**config.mk**
```make
export PLATFORM = sky130hd
export DESIGN_NAME = thermal_spi_frame_deframer
export DESIGN_NICKNAME = d
export VERILOG_FILES = /design/src/design/thsd_pkg.sv /design/src/design/thsd_framer.sv /design/src/design/thsd_stats.sv /design/src/design/thermal_spi_frame_deframer.sv
export SDC_FILE = /design/constraint.sdc
export NUM_CORES = 1
export LEC_CHECK = 0
export ABC_AREA = 1
export ABC_CLOCK_PERIOD_IN_PS = 5000
export BUFFER_PORTS_ARGS = -buffer_cell sky130_fd_sc_hd__buf_2
export CAP_MARGIN = 5
export CORE_UTILIZATION = 39
export DETAILED_ROUTE_END_ITERATION = 12
export PLACE_DENSITY_LB_ADDON = 0.1
export SKIP_CTS_REPAIR_TIMING = 1
export SYNTH_ARGS = -nofsm -noshare
export SYNTH_HDL_FRONTEND = slang
export SYNTH_SLANG_ARGS = --single-unit
export TNS_END_PERCENT = 100
```
**constraint.sdc**
```tcl
create_clock -name i_clk -period 5 [get_ports i_clk]
set_input_delay 0.25 -clock i_clk [delete_from_list [all_inputs] [get_ports i_clk]]
set_output_delay 0.25 -clock i_clk [all_outputs]
set_load 0.005 [all_outputs]
```
**src/design/thsd_pkg.sv**
```systemverilog
`default_nettype none
// ----------------------------------------------------------------------------
// Thermal serial deframer package
// Packet geometry constants and the types passed between the deframer blocks.
// ----------------------------------------------------------------------------
package thsd_pkg;

    localparam int unsigned PACKET_BYTES      = 164;
    localparam int unsigned PACKETS_PER_IMAGE = 60;
    localparam int unsigned HEADER_BYTES      = 4;
    localparam int unsigned PIXELS_PER_PACKET = (PACKET_BYTES - HEADER_BYTES) / 2;

    localparam logic [7:0]  POS_INDEX  = 8'd1;
    localparam logic [7:0]  POS_HEADER = 8'(HEADER_BYTES);
    localparam logic [7:0]  POS_LAST   = 8'(PACKET_BYTES - 1);
    localparam logic [5:0]  ROW_LAST   = 6'(PACKETS_PER_IMAGE - 1);
    localparam logic [6:0]  COL_LAST   = 7'(PIXELS_PER_PACKET - 1);
    localparam logic [6:0]  COL_COUNT  = 7'(PIXELS_PER_PACKET);
    localparam logic [5:0]  ROW_COUNT  = 6'(PACKETS_PER_IMAGE);

    localparam logic [15:0] PIXEL_MAX  = 16'hFFFF;
    localparam logic [15:0] COUNT_MAX  = 16'hFFFF;

    // Result kinds.
    localparam logic KIND_PIXEL   = 1'b0;
    localparam logic KIND_RESTART = 1'b1;

    // What the framer found in one byte.
    typedef struct packed {
        logic        restart;
        logic        pixel;
        logic        last;
        logic [5:0]  row;
        logic [6:0]  column;
        logic [15:0] value;
    } t_event;

    // Statistics that travel with a result.
    typedef struct packed {
        logic [15:0] frame_min;
        logic [15:0] frame_max;
        logic [15:0] resync_count;
    } t_stats;

endpackage
`default_nettype wire

```
**src/design/thsd_framer.sv**
```systemverilog
`default_nettype none
// ----------------------------------------------------------------------------
// Thermal serial deframer: packet framer
// Tracks the byte position and packet index, checks the index byte and
// joins payload byte pairs into pixels.
// ----------------------------------------------------------------------------
module thsd_framer (
    input  wire logic            i_clk,
    input  wire logic            i_rst_n,
    input  wire logic            i_step,
    input  wire logic [7:0]      i_byte,
    output thsd_pkg::t_event     o_ev
);
    import thsd_pkg::*;

    logic [7:0] r_pos,  n_pos;
    logic [5:0] r_exp,  n_exp;
    logic [7:0] r_held, n_held;
    logic       r_skip, n_skip;

    logic [7:0] off;
    logic [6:0] col;
    logic [5:0] exp_inc;

    assign off     = r_pos - POS_HEADER;
    assign col     = off[7:1];
    assign exp_inc = r_exp + 6'd1;

    always_comb begin
        n_pos  = r_pos;
        n_exp  = r_exp;
        n_held = r_held;
        n_skip = r_skip;
        o_ev   = '0;
        if (!r_skip) begin
            if (r_pos == POS_INDEX) begin
                if (i_byte != {2'b00, r_exp}) begin
                    n_skip     = 1'b1;
                    n_exp      = '0;
                    o_ev.restart = 1'b1;
                end
            end else if (r_pos >= POS_HEADER && col < COL_COUNT) begin
                if (!off[0]) begin
                    n_held = i_byte;
                end else begin
                    o_ev.pixel  = 1'b1;
                    o_ev.row    = r_exp;
                    o_ev.column = col;
                    o_ev.value  = {r_held, i_byte};
                    o_ev.last   = (r_exp == ROW_LAST) && (col == COL_LAST);
                end
            end
        end
        if (r_pos >= POS_LAST) begin
            n_pos = '0;
            // A packet that was skipped leaves the index at zero.
            if (!n_skip) begin
                n_exp = (exp_inc >= ROW_COUNT) ? 6'd0 : exp_inc;
            end
            n_skip = 1'b0;
        end else begin
            n_pos = r_pos + 8'd1;
        end
    end

    always_ff @(posedge i_clk) begin
        if (!i_rst_n) begin
            r_pos  <= '0;
            r_exp  <= '0;
            r_held <= '0;
            r_skip <= 1'b0;
        end else if (i_step) begin
            r_pos  <= n_pos;
            r_exp  <= n_exp;
            r_held <= n_held;
            r_skip <= n_skip;
        end
    end

endmodule
`default_nettype wire

```
**src/design/thsd_stats.sv**
```systemverilog
`default_nettype none
// ----------------------------------------------------------------------------
// Thermal serial deframer: frame statistics
// Running minimum and maximum of the frame and the saturating resync count.
// ----------------------------------------------------------------------------
module thsd_stats (
    input  wire logic            i_clk,
    input  wire logic            i_rst_n,
    input  wire logic            i_step,
    input  wire thsd_pkg::t_event i_ev,
    output thsd_pkg::t_stats     o_stats
);
    import thsd_pkg::*;

    logic [15:0] r_min, n_min;
    logic [15:0] r_max, n_max;
    logic [15:0] r_cnt, n_cnt;
    logic [15:0] px_min, px_max;

    assign px_min = (i_ev.value < r_min) ? i_ev.value : r_min;
    assign px_max = (i_ev.value > r_max) ? i_ev.value : r_max;

    always_comb begin
        n_min   = r_min;
        n_max   = r_max;
        n_cnt   = r_cnt;
        o_stats = '0;
        if (i_ev.restart) begin
            n_cnt = (r_cnt != COUNT_MAX) ? r_cnt + 16'd1 : r_cnt;
            n_min = PIXEL_MAX;
            n_max = '0;
            o_stats.resync_count = n_cnt;
        end else if (i_ev.pixel) begin
            o_stats.frame_min    = px_min;
            o_stats.frame_max    = px_max;
            o_stats.resync_count = r_cnt;
            // The extremes start afresh once the frame's last pixel is out.
            n_min = i_ev.last ? PIXEL_MAX : px_min;
            n_max = i_ev.last ? 16'd0 : px_max;
        end
    end

    always_ff @(posedge i_clk) begin
        if (!i_rst_n) begin
            r_min <= PIXEL_MAX;
            r_max <= '0;
            r_cnt <= '0;
        end else if (i_step) begin
            r_min <= n_min;
            r_max <= n_max;
            r_cnt <= n_cnt;
        end
    end

endmodule
`default_nettype wire

```
**src/design/thermal_spi_frame_deframer.sv**
```systemverilog
`default_nettype none
// ----------------------------------------------------------------------------
// Thermal serial frame deframer
// Splits the camera byte stream into packets and frames and emits pixels.
// ----------------------------------------------------------------------------
// One byte is taken in every cycle while the result side is not stalling.
// A byte passes an input register, the framing and statistics logic and a
// result register, which drives its result, if any, on the result ports.
// The input stalls only while a byte is held and the result waiting ahead
// of it is stalled. Header bytes, the first byte of each pixel pair and
// bytes of a skipped packet give no result; a packet index mismatch gives
// one restart result with the updated resync count.
module thermal_spi_frame_deframer (
    input  wire logic        i_clk,
    input  wire logic        i_rst_n,
    input  wire logic        i_rx_valid,
    output logic             o_rx_stall,
    input  wire logic [7:0]  i_rx_byte,
    output logic             o_res_valid,
    input  wire logic        i_res_stall,
    output logic             o_kind,
    output logic [5:0]       o_row,
    output logic [6:0]       o_column,
    output logic [15:0]      o_pixel,
    output logic             o_frame_end,
    output logic [15:0]      o_frame_min,
    output logic [15:0]      o_frame_max,
    output logic [15:0]      o_resync_count
);
    import thsd_pkg::*;

    logic       r_in_valid;
    logic [7:0] r_in_byte;
    logic       r_out_valid;
    logic       advance;
    logic       step;
    t_event     ev;
    t_stats     stats;

    assign advance    = !r_out_valid || !i_res_stall;
    assign step       = r_in_valid && advance;
    assign o_rx_stall = r_in_valid && !advance;
    assign o_res_valid = r_out_valid;

    always_ff @(posedge i_clk) begin
        if (!i_rst_n) begin
            r_in_valid <= 1'b0;
        end else if (!o_rx_stall) begin
            r_in_valid <= i_rx_valid;
        end
    end

    always_ff @(posedge i_clk) begin
        if (!o_rx_stall && i_rx_valid) begin
            r_in_byte <= i_rx_byte;
        end
    end

    thsd_framer u_framer (
        .i_clk   (i_clk),
        .i_rst_n (i_rst_n),
        .i_step  (step),
        .i_byte  (r_in_byte),
        .o_ev    (ev)
    );

    thsd_stats u_stats (
        .i_clk   (i_clk),
        .i_rst_n (i_rst_n),
        .i_step  (step),
        .i_ev    (ev),
        .o_stats (stats)
    );

    always_ff @(posedge i_clk) begin
        if (!i_rst_n) begin
            r_out_valid <= 1'b0;
        end else if (advance) begin
            r_out_valid <= step && (ev.restart || ev.pixel);
        end
    end

    always_ff @(posedge i_clk) begin
        if (step && (ev.restart || ev.pixel)) begin
            o_kind         <= ev.restart ? KIND_RESTART : KIND_PIXEL;
            o_row          <= ev.row;
            o_column       <= ev.column;
            o_pixel        <= ev.value;
            o_frame_end    <= ev.last;
            o_frame_min    <= stats.frame_min;
            o_frame_max    <= stats.frame_max;
            o_resync_count <= stats.resync_count;
        end
    end

`ifndef ASSERT_OFF
    a_restart_counted: assert property (@(posedge i_clk) disable iff (!i_rst_n)
        (o_res_valid && o_kind == KIND_RESTART) |->
            (o_resync_count != 16'd0 && o_pixel == 16'd0 && o_frame_end == 1'b0))
        else $error("restart result without a counted resync");

    a_frame_end_place: assert property (@(posedge i_clk) disable iff (!i_rst_n)
        (o_res_valid && o_frame_end) |->
            (o_kind == KIND_PIXEL && o_row == ROW_LAST && o_column == COL_LAST))
        else $error("frame end away from the last pixel");

    a_extremes_bound: assert property (@(posedge i_clk) disable iff (!i_rst_n)
        (o_res_valid && o_kind == KIND_PIXEL) |->
            (o_frame_min <= o_pixel && o_pixel <= o_frame_max))
        else $error("pixel outside the frame extremes");

    a_stall_cause: assert property (@(posedge i_clk) disable iff (!i_rst_n)
        o_rx_stall |-> (o_res_valid && i_res_stall))
        else $error("input stalled without a stalled result");
`endif

endmodule
`default_nettype wire

```
==> results.json, run 1 <==
{
  "slew_headroom": 0.490,
  "grtUsageMet3": 0.0391,
  "fp.dieH_um": 144,
  "power.switching_mw": 0.598,
  "drt_iter0_markers": 423,
  "multi_input_comb_area_um2": 3140,
  "ys_seq_area_frac": 0.517,
  "setup.reg_to_reg.worst_slack_ns": 0.67,
  "num-nets-final": 1068,
  "synth_area_leaders": "edfxtp_1, dfxtp_1, nand2_1",
  "drv_slew": 0,
  "ys_seq_elements": 160,
  "r2r-end": "o_frame_min[7]",
  "hold_violations": 0,
  "clk_path_buf_depth": 2,
  "routed_wl_um": 19400,
  "grtUsageMet1": 0.265,
  "p_int_mw": 2.21,
  "cts_root_buf": "clkbuf_16",
  "gr-total-overflow": 0,
  "synth_area_um2": 7870,
  "die_area_um2": 20800,
  "design_area_um2": 9250,
  "max_freq_mhz": 231,
  "grt_use_met2": 0.308,
  "finalCriticalPeriod_ns": 4.33,
  "synthTopCellsByCount": "nand2_1, inv_1, edfxtp_1",
  "grt_pass1_wl_um": 30600,
  "seq_area_um2": 4070,
  "outcome": "finished clean",
  "hp-start": "i_rx_byte[4]",
  "wl_per_cell_um": 15.0,
  "rsz0062_at_grt": "false",
  "power.share.combinational": 0.033,
  "cts_tree": "yes",
  "clkSlewWorstSetupHoldPaths_ns": 0.06,
  "core_area_um2": 19700,
  "grt_antenna_before_repair": 0,
  "remaining_drc_errors": 0,
  "ant_nets": 0,
  "maxCapViolations": 0,
  "cts.sinks": 160,
  "finalSetupViolations": 0,
  "drtPass1Iterations": 5,
  "fin_ws_ns": 0.672,
  "hpwl_um": 13100,
  "final_cells": 1297,
  "fillers": 1952,
  "globalplace.congestion": 0.885,
  "htreeDepth": 4,
  "placed_cells": 1258,
  "worstHoldPathType": "primary input to register",
  "io_buffers": 92,
  "seq_power_share": 0.503,
  "synth_cell_types": 43,
  "grt_max_degree": 92,
  "track_usage": 0.196,
  "leakagePower_nw": 3.72,
  "syn_inst": 924,
  "synthArstFlopShare": 0,
  "power_density_nw_per_um2": 303,
  "antenna_cells": 0,
  "cts_buffers": 17,
  "synth_warnings": 0,
  "viasPerCell": 4.91,
  "tns_ns": 0,
  "critPathKind": "register to register",
  "finClkSkew_ns": 0.0108,
  "crit_end": "o_frame_min[7]",
  "area_delta_synth_final_pct": 17.4,
  "clk_latency_ns": 0.43,
  "grt_pass1_vias": 5794,
  "syn_nets": 973,
  "synth_most_common_cell": "nand2_1",
  "clockPowerShare": 0.464,
  "hold_slack_ns": 0.0303,
  "tightest_slew_ns": 0.764,
  "required_ns": 5.14,
  "synth_edf_count": 87,
  "placed_area_um2": 8600,
  "synth_top_cell_by_area": "edfxtp_1",
  "rows": 51,
  "ys.flop_type": "edfxtp_1",
  "fin_crit_sh": 0.866,
  "swShare": 0.213,
  "rr_worst_depth": 21,
  "drive_gt1_frac": 0.146,
  "grt-busiest-layer": "met2",
  "num_vias": 6366,
  "peakVddDrop_uv": 217,
  "die_w_um": 144,
  "r2r_start": "u_framer.r_pos[2]",
  "start_util": 0.401,
  "place_ws_ns": 0.658,
  "synth_top_area_frac": 0.332,
  "timing.critical_path.from": "u_framer.r_pos[2]",
  "crit_path_start_kind": "register",
  "boundaryPins": 93,
  "syn-mean-instance-area_um2": 8.52,
  "cp_max_fo": 30,
  "cp.arrival_ns": 4.47,
  "end_kind": "register"
}
## how the worst min path moves through the flow
stage                     cells past startpoint  slack (ns)      endpoint
after CTS                                     1       -0.02  r_in_byte[0]
after global placement                        1        0.44  r_in_byte[6]
after detailed placement                      1        0.44  r_in_byte[0]
after floorplan                               0        0.35  r_in_byte[0]
final                                         1        0.03  r_in_byte[4]
after global routing                          1        0.01  r_in_byte[4]
## worst max-delay path: stages (launching register included)
cell,delay [ns]
dfxtp_1,0.46
inv_2,0.10
ha_1,0.23
inv_1,0.07
nor2_2,0.05
nand2_1,0.09
nand2_1,0.06
inv_1,0.06
nand2_1,0.07
nand2_1,0.09
nand2_1,0.10
nor3_4,0.24
inv_2,0.30
nor2_1,0.53
ha_1,0.34
nand2_1,0.09
nor2_1,0.05
a211oi_1,0.18
o221a_2,0.49
nand2_4,0.22
nand2_1,0.13
a21oi_1,0.07
## sequential cells by signal, indices dropped and copies added (netlist names)
| name | flops |
|---|---|
| u_framer.r_pos | 8 |
| r_in_byte | 8 |
| u_stats.r_min | 16 |
| o_kind | 1 |
| o_res_valid | 1 |
| o_frame_end | 1 |
| r_in_valid | 1 |
| u_framer.r_skip | 1 |
| o_column | 7 |
| o_resync_count | 16 |
| o_frame_min | 16 |
| o_row | 6 |
| u_framer.r_held | 8 |
| u_framer.r_exp | 6 |
| o_frame_max | 16 |
| o_pixel | 16 |
| u_stats.r_cnt | 16 |
| u_stats.r_max | 16 |
## cells by family (layout without fill, tap and decap cells)
group	after synthesis	in the layout	share of synthesized area
xor gates and xnor gates	17	17	0.0189
and+or+nand+nor	374	374	0.206
AOI/OAI and AO/OA	166	166	0.114
DFF	160	160	0.517
buffers and inverters	170	278	0.0849
adders and majority gates	37	37	0.0588
## metrics by stage
stage                     total power, mW   util
after detailed placement             1.53  0.437
after floorplan                      1.49      -
after global placement               1.53  0.437
after CTS                            2.83  0.467
final                                2.81  0.471
after global routing                 2.90  0.471
## cell type report
class | instances | share of cell area
tap | 265 | 0.0359
clock inverter | 12 | 0.0156
sequential | 160 | 0.441
timing repair buffer | 107 | 0.0652
multi-input combinational | 594 | 0.339
clock buffer | 20 | 0.0472
inverter | 139 | 0.0564
## layer usage
metal	share of wire	vias up	wire, um
met5	0	-	0
met4	0.017	0	336
met3	0.045	19	875
met2	0.47	166	9090
met1	0.47	2948	9140
li1	-	3233	-
## power groups by stage
| stage | clock (mW) | combinational, mW | sequential (mW) |
|---|---|---|---|
| detailed placement | 0 | 0.0899 | 1.44 |
| finish | 1.30 | 0.0929 | 1.41 |
| CTS | 1.33 | 0.0898 | 1.41 |
| floorplan | 0 | 0.0539 | 1.44 |
| global placement | 0 | 0.0896 | 1.44 |
| global route | 1.38 | 0.105 | 1.41 |
## cells in the final DEF, fill, tap and decap left out, types with 4 or more instances in the layout
cell,n
nor2_2,4
nand3_1,43
o21ai_0,64
nand4_1,12
xor2_1,16
nor2_1,80
nor2_4,7
nand2_1,201
o22ai_1,4
a21oi_1,78
buf_4,7
dfxtp_1,73
buf_2,92
nor3_1,12
a211oi_1,5
inv_2,4
dlygate4sd3_1,7
ha_1,37
edfxtp_1,87
clkbuf_16,17
inv_1,134
nor4_1,6
Note: power is estimated with default switching activity, not from simulation.
==> inputs of run 2 (changes only) <==
==> constraint.sdc (replaced) <==
create_clock -name i_clk -period 5 [get_ports i_clk]
set_input_delay 0.5 -clock i_clk [delete_from_list [all_inputs] [get_ports i_clk]]
set_output_delay 0.5 -clock i_clk [all_outputs]
set_load 0.005 [all_outputs]
==> run 2 against run 1 <==
Against the previous run:
- first-iteration DRC count increased by 2.4%
- non-clock buffer count fell by 7
- final area down 0.76%
- clock skew fell by 0.00092 ns
- final cell count shrank 0.54%
- hold slack gained 0.22 ns
- core utilization down 0.36 points
- total power fell by 0.14%
- combinational power decreased by 4.5%
==> results.json, run 2 (synthesis results as in run 1) <==
{
  "slew_headroom": 0.487,
  "die_area_um2": 20800,
  "min_path_cells": 1,
  "leakagePower_nw": 3.70,
  "drtPass1Iterations": 5,
  "cp.arrival_ns": 4.47,
  "core_area_um2": 19700,
  "num-nets-final": 1061,
  "start_util": 0.401,
  "track_usage": 0.196,
  "hpwl_um": 13100,
  "htreeDepth": 4,
  "hold_violations": 0,
  "cts_tree": "yes",
  "area_delta_synth_final_pct": 16.6,
  "maxCapViolations": 0,
  "drv_slew": 0,
  "cts_buffers": 17,
  "rsz0062_at_grt": "false",
  "rows": 51,
  "remaining_drc_errors": 0,
  "grt_antenna_before_repair": 0,
  "drt_iter0_markers": 433,
  "design_power_total_mw": 2.80,
  "globalplace.congestion": 0.885,
  "cp_max_fo": 30,
  "clkSlewWorstSetupHoldPaths_ns": 0.06,
  "ant_nets": 0,
  "end_kind": "register",
  "clk_latency_ns": 0.43,
  "antenna_cells": 0,
  "finClkSkew_ns": 0.00987,
  "viasPerCell": 4.92,
  "fin_crit_sh": 0.864,
  "tns_ns": 0,
  "outcome": "finished clean",
  "routed_wl_um": 19400,
  "io_buffers": 92,
  "wl_per_cell_um": 15.0,
  "final_common_cell": "nand2_1",
  "num_vias": 6351,
  "die_w_um": 144,
  "critPathKind": "register to register",
  "drive_gt1_frac": 0.147,
  "worstHoldPathType": "primary input to register",
  "required_ns": 5.15,
  "postLayoutCoreUtil": 0.467,
  "power_density_nw_per_um2": 305,
  "finalCriticalPeriod_ns": 4.32,
  "grt_pass1_wl_um": 30600,
  "cts_root_buf": "clkbuf_16",
  "clk_path_buf_depth": 2,
  "grt_pass1_vias": 5794,
  "cts.sinks": 160,
  "fp.dieH_um": 144,
  "finalSetupViolations": 0,
  "crit_path_start_kind": "register",
  "max_freq_mhz": 231,
  "peakVddDrop_uv": 217,
  "tightest_slew_ns": 0.768,
  "rr_worst_depth": 21,
  "grt_max_degree": 92,
  "final_cell_mix": "nand2_1, inv_1, buf_2, edfxtp_1, nor2_1",
  "boundaryPins": 93,
  "gr-total-overflow": 0
}
-- run 2: cell types whose count changed in the layout (fill, tap and decap cells not counted), sizes merged --
cell and delta:
dlygate4sd3 -7
-- run 2: area by class of cell --
type                       count  area, um^2
sequential                   160        4070
multi-input combinational    594        3140
fill                        1961       10500
clock inverter                12         144
inverter                     139         522
clock buffer                  20         437
tap                          265         332
timing repair buffer         100         533
-- run 2: stage by stage --
stage               worst slack, ns  area, um^2  hold WS, ns  cells
CTS                           0.645        9180        0.228   1290
global route                  0.307        9180        0.234   1290
floorplan                      1.47        7870        0.430    924
finish                        0.678        9180        0.247   1290
global placement              0.776        8600        0.442   1258
detailed placement            0.658        8600        0.457   1258
-- run 2: path summary, 6_finish.rpt --
| path | from | endpoint | slack, ns |
|---|---|---|---|
| max reg2reg | u_framer.r_pos[2] | o_frame_min[7] | 0.68 |
| min reg2reg | u_framer.r_held[1] | u_framer.r_held[1] | 0.46 |
| max | u_framer.r_pos[2] | o_frame_min[7] | 0.68 |
| min | i_rx_byte[0] | r_in_byte[0] | 0.25 |
-- run 2: where the power goes --
| part | total, mW | internal [mW] | switching (mW) |
|---|---|---|---|
| clock network | 1.30 | 0.779 | 0.523 |
| logic | 0.0887 | 0.0273 | 0.0614 |
| registers | 1.41 | 1.40 | 0.0123 |
| total | 2.80 | 2.21 | 0.597 |
-- run 2: critical path, cell delays in order, from the launching register on --
cell and delay [ns]:
dfxtp_1 0.46, inv_2 0.10, ha_1 0.23, inv_1 0.07, nor2_2 0.05, nand2_1 0.09
nand2_1 0.06, inv_1 0.06, nand2_1 0.07, nand2_1 0.09, nand2_1 0.10, nor3_4 0.24
inv_2 0.30, nor2_1 0.52, ha_1 0.34, nand2_1 0.09, nor2_1 0.05, a211oi_1 0.19
o221a_2 0.49, nand2_4 0.23, nand2_1 0.13, a21oi_1 0.07
-- run 2: layer usage --
layer / vias to the layer above / track usage / wire length [um]
met5: - / 0 / 0
met4: 0 / 0.0761 / 345
met3: 22 / 0.0391 / 856
met2: 158 / 0.308 / 9080
met1: 2946 / 0.265 / 9080
li1: 3225 / - / -
==> inputs of run 3 (changes only) <==
--- a/config.mk
+++ b/config.mk
@@ -9,8 +9,11 @@
 export ABC_CLOCK_PERIOD_IN_PS = 5000
 export BUFFER_PORTS_ARGS = -buffer_cell sky130_fd_sc_hd__buf_2
 export CAP_MARGIN = 5
+export CELL_PAD_IN_SITES_DETAIL_PLACEMENT = 1
+export CELL_PAD_IN_SITES_GLOBAL_PLACEMENT = 1
 export CORE_UTILIZATION = 39
 export DETAILED_ROUTE_END_ITERATION = 12
+export MAX_ROUTING_LAYER = met4
 export PLACE_DENSITY_LB_ADDON = 0.1
 export SKIP_CTS_REPAIR_TIMING = 1
 export SYNTH_ARGS = -nofsm -noshare
==> run 3 against run 2 <==
Against the previous run:
- global-route usage rose by 2.1 points
- highest routed layer unchanged
- final area increased by 1.1%
- hold slack worse by 0.0023 ns
- critical endpoint is now o_frame_max[9]
- combinational power up 2.6%
- first-iteration DRC count shrank 39%
- clock power is 10% higher
- maximum frequency is 1.5% lower
==> results.json, run 3 (synthesis results as in run 1) <==
{
  "tns_ns": 0,
  "cts_root_buf": "clkbuf_16",
  "routed_wl_um": 20800,
  "end_kind": "register",
  "final_cells": 1295,
  "drt_iter0_markers": 263,
  "outcome": "finished clean",
  "crit_path_start_kind": "register",
  "required_ns": 5.28,
  "r2r_start": "u_framer.r_pos[2]",
  "io_buffers": 92,
  "htreeDepth": 4,
  "grt_antenna_before_repair": 0,
  "remaining_drc_errors": 0,
  "num-nets-final": 1066,
  "critPathKind": "register to register",
  "globalplace.congestion": 0.822,
  "drive_gt1_frac": 0.153,
  "grt_pass1_wl_um": 33200,
  "hp-start": "i_rx_byte[0]",
  "cp_max_fo": 34,
  "fillers": 2407,
  "seq_area_um2": 4070,
  "peakVddDrop_uv": 225,
  "drtPass1Iterations": 4,
  "cp.arrival_ns": 4.67,
  "timing.critical_path.from": "u_framer.r_pos[2]",
  "area_delta_synth_final_pct": 17.8,
  "max_freq_mhz": 228,
  "fp.dieH_um": 144,
  "die_area_um2": 20800,
  "crit_end": "o_frame_max[9]",
  "final_cell_mix": "nand2_1, inv_1, buf_2, edfxtp_1, nor2_1",
  "track_usage": 0.217,
  "final_common_cell": "nand2_1",
  "maxCapViolations": 0,
  "tightest_slew_ns": 0.794,
  "viasPerCell": 4.96,
  "cts_buffers": 17,
  "grt_max_degree": 61,
  "num_vias": 6421,
  "rr_worst_depth": 22,
  "ant_nets": 0,
  "finalCriticalPeriod_ns": 4.39,
  "gr-total-overflow": 0,
  "core_area_um2": 19700,
  "worstHoldPathType": "primary input to register",
  "start_util": 0.401,
  "setup.reg_to_reg.worst_slack_ns": 0.61,
  "die_w_um": 144,
  "cts.sinks": 160,
  "finalSetupViolations": 0,
  "wl_per_cell_um": 16.1,
  "leakagePower_nw": 3.75,
  "clk_latency_ns": 0.43,
  "clkSlewWorstSetupHoldPaths_ns": 0.06,
  "multi_input_comb_area_um2": 3140,
  "hpwl_um": 14600,
  "clk_path_buf_depth": 2,
  "r2r-end": "o_frame_max[9]",
  "rows": 51,
  "power_density_nw_per_um2": 316,
  "antenna_cells": 0,
  "hold_violations": 0,
  "boundaryPins": 93,
  "fin_crit_sh": 0.878,
  "cts_tree": "yes",
  "slew_headroom": 0.470,
  "placed_cells": 1263,
  "rsz0062_at_grt": "false",
  "drv_slew": 0,
  "grt_pass1_vias": 6402,
  "finClkSkew_ns": 0.00918
}
==> run 3: changes by cell type in the layout (fill, tap and decap cells not counted), sizes merged <==
cell | before | now
clkbuf | 20 | 19
clkinvlp | 3 | 2
clkinv | 7 | 5
inv | 138 | 140
buf | 100 | 105
bufinv | 3 | 5
==> run 3: critical path, cell delays in order (launching register included) <==
cell     delay (ns)
dfxtp_1        0.47
inv_2          0.10
ha_1           0.23
inv_1          0.07
nor2_2         0.05
nand2_1        0.08
nand2_1        0.06
inv_1          0.06
nand2_1        0.07
nand2_1        0.08
nand2_1        0.10
nor3_4         0.24
inv_2          0.36
nor2_1         0.55
ha_1           0.36
a21oi_1        0.17
a21oi_1        0.10
nor3_1         0.18
a32oi_1        0.15
buf_4          0.24
o21ai_0        0.35
inv_1          0.08
nor2_1         0.09
==> run 3: final cells by class <==
class / count / share of cell area
Multi-Input combinational cell: 594 / 0.338
Clock buffer: 19 / 0.0467
Timing Repair Buffer: 105 / 0.0615
Clock inverter: 13 / 0.0225
Sequential cell: 160 / 0.439
Inverter: 139 / 0.0562
Tap cell: 265 / 0.0357
==> run 3: through the flow <==
step           setup slack (ns)   util  total power, mW  area [um^2]  hold slack [ns]
2_1_floorplan              1.47      -             1.49         7870            0.430
3_3_place_gp              0.743  0.439             1.53         8630            0.442
3_5_place_dp              0.662  0.439             1.53         8630            0.449
4_1_cts                   0.551  0.472             2.96         9280            0.230
5_1_grt                   0.162  0.472             3.02         9280            0.231
6_report                  0.611  0.472             2.93         9280            0.244
==> run 3: layer usage <==
| layer | vias up | track usage | wire (um) |
|---|---|---|---|
| li1 | 3233 | - | - |
| met2 | 93 | 0.354 | 10000 |
| met1 | 3075 | 0.275 | 9870 |
| met5 | - | - | 0 |
| met4 | 0 | 0.0560 | 233 |
| met3 | 20 | 0.0427 | 672 |
==> run 3: how the worst min path moves through the flow <==
stage               depth (start not counted)                  to  slack (ns)
CTS                                         1        r_in_byte[0]        0.23
global route                                1        r_in_byte[4]        0.23
finish                                      1        r_in_byte[0]        0.24
detailed placement                          2  u_framer.r_held[4]        0.45
floorplan                                   2  u_framer.r_held[3]        0.43
global placement                            2  u_framer.r_held[3]        0.44
==> run 3: where the power goes <==
group	leakage, nW	total, mW	internal, mW	switching [mW]
sequential	1.35	1.41	1.40	0.0129
clock	0.306	1.43	0.888	0.539
combinational	2.10	0.0910	0.0282	0.0628
total	3.75	2.93	2.31	0.614
